--- src/hw/rtl/icdf_pkg.sv ---
// Shared constants, types and the control program of the inverse-CDF size sampler.
package icdf_pkg;

   // Table geometry.
   localparam int TABLE_DEPTH = 64;
   localparam int IDX_W       = $clog2(TABLE_DEPTH);
   localparam int CNT_W       = IDX_W + 1;

   // Field widths.
   localparam int SIZE_W  = 31;
   localparam int PROB_W  = 32;
   localparam int DRAW_W  = 31;
   localparam int BPP_W   = 16;
   localparam int PROD_W  = SIZE_W + BPP_W;
   localparam int CSR_IDX_W  = 2;
   localparam int CSR_DATA_W = 16;

   // Largest size that the block reports, 2^30.
   localparam logic [SIZE_W-1:0] SIZE_LIMIT = SIZE_W'(31'h4000_0000);

   // Register reset values.
   localparam logic [CNT_W-1:0] ENTRIES_RESET = CNT_W'(1);
   localparam logic [BPP_W-1:0] BPP_RESET     = BPP_W'(1460);

   // Item modes.
   localparam logic MODE_LOAD   = 1'b0;
   localparam logic MODE_SAMPLE = 1'b1;

   // Configuration register indexes.
   typedef enum logic [CSR_IDX_W-1:0] {
      CSR_ENTRIES_IN_USE   = 2'd0,
      CSR_PACKET_MODE      = 2'd1,
      CSR_BYTES_PER_PACKET = 2'd2
   } csr_index_type;

   // Datapath operations selected by a control word.
   typedef enum logic [2:0] {
      OP_NOP,
      OP_INIT,
      OP_RD_PROB,
      OP_CMP,
      OP_RD_SIZE,
      OP_MUL,
      OP_OUT
   } op_type;

   // How the step counter moves after a control word.
   typedef enum logic [2:0] {
      COND_NEXT,         // advance to the following step
      COND_JUMP,         // always go to the target
      COND_SEARCH_DONE,  // go to the target once the range has closed
      COND_WAIT_SAMPLE,  // hold until a sample item is taken, then advance
      COND_WAIT_OUT      // hold until the result register is free, then jump
   } cond_type;

   localparam int PC_W = 3;

   typedef struct packed {
      op_type          op;
      cond_type        cond;
      logic [PC_W-1:0] target;
   } uword_type;

   // Status fed back from the datapath to the sequencer.
   typedef struct packed {
      logic sample_taken;
      logic search_done;
      logic out_free;
   } status_type;

   // Control driven from the sequencer into the datapath.
   typedef struct packed {
      op_type op;
      logic   idle;
   } ctrl_type;

   // Program step numbers.
   localparam logic [PC_W-1:0] PC_IDLE  = PC_W'(0);
   localparam logic [PC_W-1:0] PC_INIT  = PC_W'(1);
   localparam logic [PC_W-1:0] PC_PROBE = PC_W'(2);
   localparam logic [PC_W-1:0] PC_CMP   = PC_W'(3);
   localparam logic [PC_W-1:0] PC_SIZE  = PC_W'(4);
   localparam logic [PC_W-1:0] PC_MUL   = PC_W'(5);
   localparam logic [PC_W-1:0] PC_OUT   = PC_W'(6);

   // The control program, one word per step.
   function automatic uword_type program_rom(input logic [PC_W-1:0] pc);
      uword_type w;
      w = '{op: OP_NOP, cond: COND_JUMP, target: PC_IDLE};
      case (pc)
         PC_IDLE:  w = '{op: OP_NOP,     cond: COND_WAIT_SAMPLE, target: PC_IDLE};
         PC_INIT:  w = '{op: OP_INIT,    cond: COND_NEXT,        target: PC_IDLE};
         PC_PROBE: w = '{op: OP_RD_PROB, cond: COND_SEARCH_DONE, target: PC_SIZE};
         PC_CMP:   w = '{op: OP_CMP,     cond: COND_JUMP,        target: PC_PROBE};
         PC_SIZE:  w = '{op: OP_RD_SIZE, cond: COND_NEXT,        target: PC_IDLE};
         PC_MUL:   w = '{op: OP_MUL,     cond: COND_NEXT,        target: PC_IDLE};
         PC_OUT:   w = '{op: OP_OUT,     cond: COND_WAIT_OUT,    target: PC_IDLE};
         default:  w = '{op: OP_NOP,     cond: COND_JUMP,        target: PC_IDLE};
      endcase
      return w;
   endfunction

endpackage

--- src/hw/rtl/icdf_seq.sv ---
// Microcode sequencer: step counter, program table and jump conditions.
module icdf_seq (
   input  logic                 clock,
   input  logic                 reset,
   input  icdf_pkg::status_type status,
   output icdf_pkg::ctrl_type   ctrl
);

   logic [icdf_pkg::PC_W-1:0] pc_ff;
   logic [icdf_pkg::PC_W-1:0] pc_in;
   icdf_pkg::uword_type       word;

   // Step counter.
   always_ff @(posedge clock) begin
      if (reset) begin
         pc_ff <= icdf_pkg::PC_IDLE;
      end else begin
         pc_ff <= pc_in;
      end
   end

   // Fetch the control word and pick the next step.
   always_comb begin
      word  = icdf_pkg::program_rom(pc_ff);
      pc_in = pc_ff + 1'b1;
      case (word.cond)
         icdf_pkg::COND_NEXT: begin
            pc_in = pc_ff + 1'b1;
         end
         icdf_pkg::COND_JUMP: begin
            pc_in = word.target;
         end
         icdf_pkg::COND_SEARCH_DONE: begin
            pc_in = status.search_done ? word.target : pc_ff + 1'b1;
         end
         icdf_pkg::COND_WAIT_SAMPLE: begin
            pc_in = status.sample_taken ? pc_ff + 1'b1 : pc_ff;
         end
         icdf_pkg::COND_WAIT_OUT: begin
            pc_in = status.out_free ? word.target : pc_ff;
         end
         default: begin
            pc_in = icdf_pkg::PC_IDLE;
         end
      endcase
      ctrl.op   = word.op;
      ctrl.idle = (pc_ff == icdf_pkg::PC_IDLE);
   end

endmodule

--- config.mk ---
export PLATFORM = sky130hd
export DESIGN_NAME = icdf_seq
export DESIGN_NICKNAME = d
export VERILOG_FILES = /design/src/hw/rtl/icdf_pkg.sv /design/src/hw/rtl/icdf_seq.sv
export SDC_FILE = /design/constraint.sdc
export NUM_CORES = 1
export LEC_CHECK = 0
export ABC_AREA = 0
export BUFFER_PORTS_ARGS = -buffer_cell sky130_fd_sc_hd__buf_2
export CAP_MARGIN = 0
export CORE_AREA = 5 5 42 44
export CTS_BUF_LIST = sky130_fd_sc_hd__clkbuf_8
export DETAILED_ROUTE_END_ITERATION = 16
export DIE_AREA = 0 0 47 49
export GPL_ROUTABILITY_DRIVEN = 0
export SETUP_SLACK_MARGIN = 0.02
export SYNTH_ARGS = -nofsm -noshare
export SYNTH_HDL_FRONTEND = slang
export SYNTH_SLANG_ARGS = --single-unit
--- constraint.sdc ---
create_clock -name clock -period 2.35 [get_ports clock]
set_input_delay 0.5875 -clock clock [delete_from_list [all_inputs] [get_ports clock]]
set_output_delay 0.5875 -clock clock [all_outputs]
set_load 0.005 [all_outputs]
==> metrics.yaml <==
finish:
  fin_nets: 73
  regMostFlops: "pc_ff"
  final_common_cell: "buf_2"
  nFillCells: 151
  post_route_cells_drive_above_1_share: 0.4333
  synthToLayoutAreaGrowth_pct: 23.21
  n_antenna_cell: 0
  final_cell_mix: "buf_2 (8), ha_1 (7), nor2_1 (6)"
  largest_reg_flops: 3
  final_util: 0.3696
  design_area_um2: 518.0
  top_regs: "pc_ff (3)"
synthesis:
  yosys_warnings: 0
  synth_area_um2: 420.4
  synth-seq-cells: 3
  syn_avg_cell_area_um2: 8.758
  yosys.area.top_type: "ha_1"
  synth_top_area_frac: 0.2083
  synthTopCellsByArea: "ha_1 (21%), dfxtp_1 (14%), buf_6 (5.4%)"
  ys_types: 26
  syn-instance-count: 48
  yosysSeqAreaShare: 0.1429
  syn_nets: 60
worst_setup_path:
  startpoint: "pc_ff[0]"
  critPathLaunchType: "register"
  reg2reg_from: "pc_ff[0]"
  required_ns: 1.76
  crit_arrival_ns: 1.58
  crit_fanout: 9
  worstSetupPathType: "register to primary output"
  cp-end-kind: "primary output"
timing:
  drv_slew: 0
  rsz0062_at_grt: "no"
  clock_skew_ns: 0.002276
  finalCriticalPeriod_ns: 2.167
  tightest_slew_ns: 0.3554
  final_hold_viol_count: 0
  finalSetupTns_ns: 0
  min_period_over_period: 0.9220
  slew_headroom: 0.7630
  setup_violations: 0
  fmax_mhz: 461.5
  finalWorstSetupSlack_ns: 0.1832
outcome:
  status: "completed"
floorplan:
  rows: 14
  core_um2: 1401
  start_util: 0.3000
  die_y_um: 49
  die_area_um2: 2303
  pin_count: 9
  die_w_um: 47
clocking:
  postCtsSetupBuffers: 0
  cts-resized-gates: 0
  cts_sinks: 3
  insertion_delay_ns: 0.22
  cts_tree: "built"
  clk_pin_slew_ns: 0.03
  clockBufferDepth: 2
  clockRootBuffer: "clkbuf_8"
  holdBufCountCts: 0
  htree_num_levels: 1
  cts_inserted_buffers: 3
global_routing:
  grt_pass1_wl_um: 1559
  grt_pass1_vias: 357
  overflow: 0
  grt_antenna_before_repair: 0
  grt_max_degree: 10
  track_usage: 0.09212
route:
  drc: 0
  drtIter0Drc: 12
  antenna_left: 0
  dr.pass1.iters: 4
  via_per_inst: 5.237
  num_vias: 398
  drt-total-wl_um: 907
  wire_per_inst_um: 11.93
power_and_ir_drop:
  ir_worst_vdd_uv: 269.3
  p_leak_nw: 0.2357
  power.density_nw_per_um2: 940.3
placed_design:
  dpl_worst_slack_ns: 0.3974
  numPortBuffers: 8
  place_area_um2: 473.0
worst_hold_path:
  hold_path_class: "input port to register"
  hold_path.startpoint: "reset"
flow_run:
  maxCapViolations: 0
==> per-layer routing <==
metal  part of all wire  global-route usage  routed length [µm]
met1               0.46              0.1225                 413
met2               0.47              0.1244                 422
met3              0.054             0.01845                  49
met4              0.024             0.06912                  22
met5                  0                   0                   0
==> Yosys cell counts <==
cell type and number:
a21oi_1 2, a21oi_2 1, a221oi_1 1, a221oi_2 1, a22o_2 1, a311oi_1 1
and2_2 1, and2b_2 1, and4_2 1, buf_6 2, dfxtp_1 3, ha_1 7
inv_1 4, nand2b_1 1, nand3b_1 1, nor2_1 6, nor3_1 2, o21ai_2 2
o21bai_1 1, o221ai_1 1, o22ai_1 1, o31ai_2 1, o32a_1 1, or2_2 3
or3_1 1, or4b_4 1
==> kinds of logic (layout without fill, tap and decap cells) <==
kind of cell    Yosys count  in the layout  share of synthesized area
compound gates           14             14                     0.2947
fa+ha+maj                 7              7                     0.2083
buf+inv                   6             18                    0.08927
flops                     3              3                     0.1429
simple gates             18             18                     0.2649
==> critical path, cell delays in order, from the launching register on <==
cell	delay [ns]
dfxtp_1	0.48
inv_1	0.11
ha_1	0.32
or2_2	0.32
buf_2	0.13
==> area by class of cell <==
cell class / instances / area, µm² / share of cell area
inverter: 4 / 15.01 / 0.02899
multi-input combinational: 39 / 322.8 / 0.6232
sequential: 3 / 60.06 / 0.1159
clock inverter: 1 / 3.754 / 0.007246
clock buffer: 3 / 41.29 / 0.07971
tap: 16 / 20.02 / 0.03865
timing repair buffer: 10 / 55.05 / 0.1063
==> through the flow <==
stage / hold WS, ns / total power [mW] / std cells
6_report: 0.5848 / 0.4871 / 76
5_1_grt: 0.5903 / 0.5339 / 76
4_1_cts: 0.5816 / 0.4944 / 76
3_5_place_dp: 0.5933 / 0.3426 / 72
3_3_place_gp: 0.5943 / 0.3464 / 72
2_1_floorplan: 0.5608 / 0.2696 / 48
==> power breakdown <==
group	total, mW	leakage [nW]	switching (mW)	internal, mW
clock network	0.147	0.0269	0.0359	0.111
logic	0.249	0.184	0.130	0.119
registers	0.0907	0.0245	0.0266	0.0642
==> final timing paths <==
| kind | slack [ns] | depth (start not counted) | to |
|---|---|---|---|
| worst min register to register | 0.60 | 2 | pc_ff[0] |
| worst min-delay path | 0.58 | 2 | pc_ff[2] |
| worst max register to register | 0.39 | 6 | pc_ff[2] |
| worst max-delay path | 0.18 | 4 | ctrl[2] |
(Power assumes the default switching activity.)
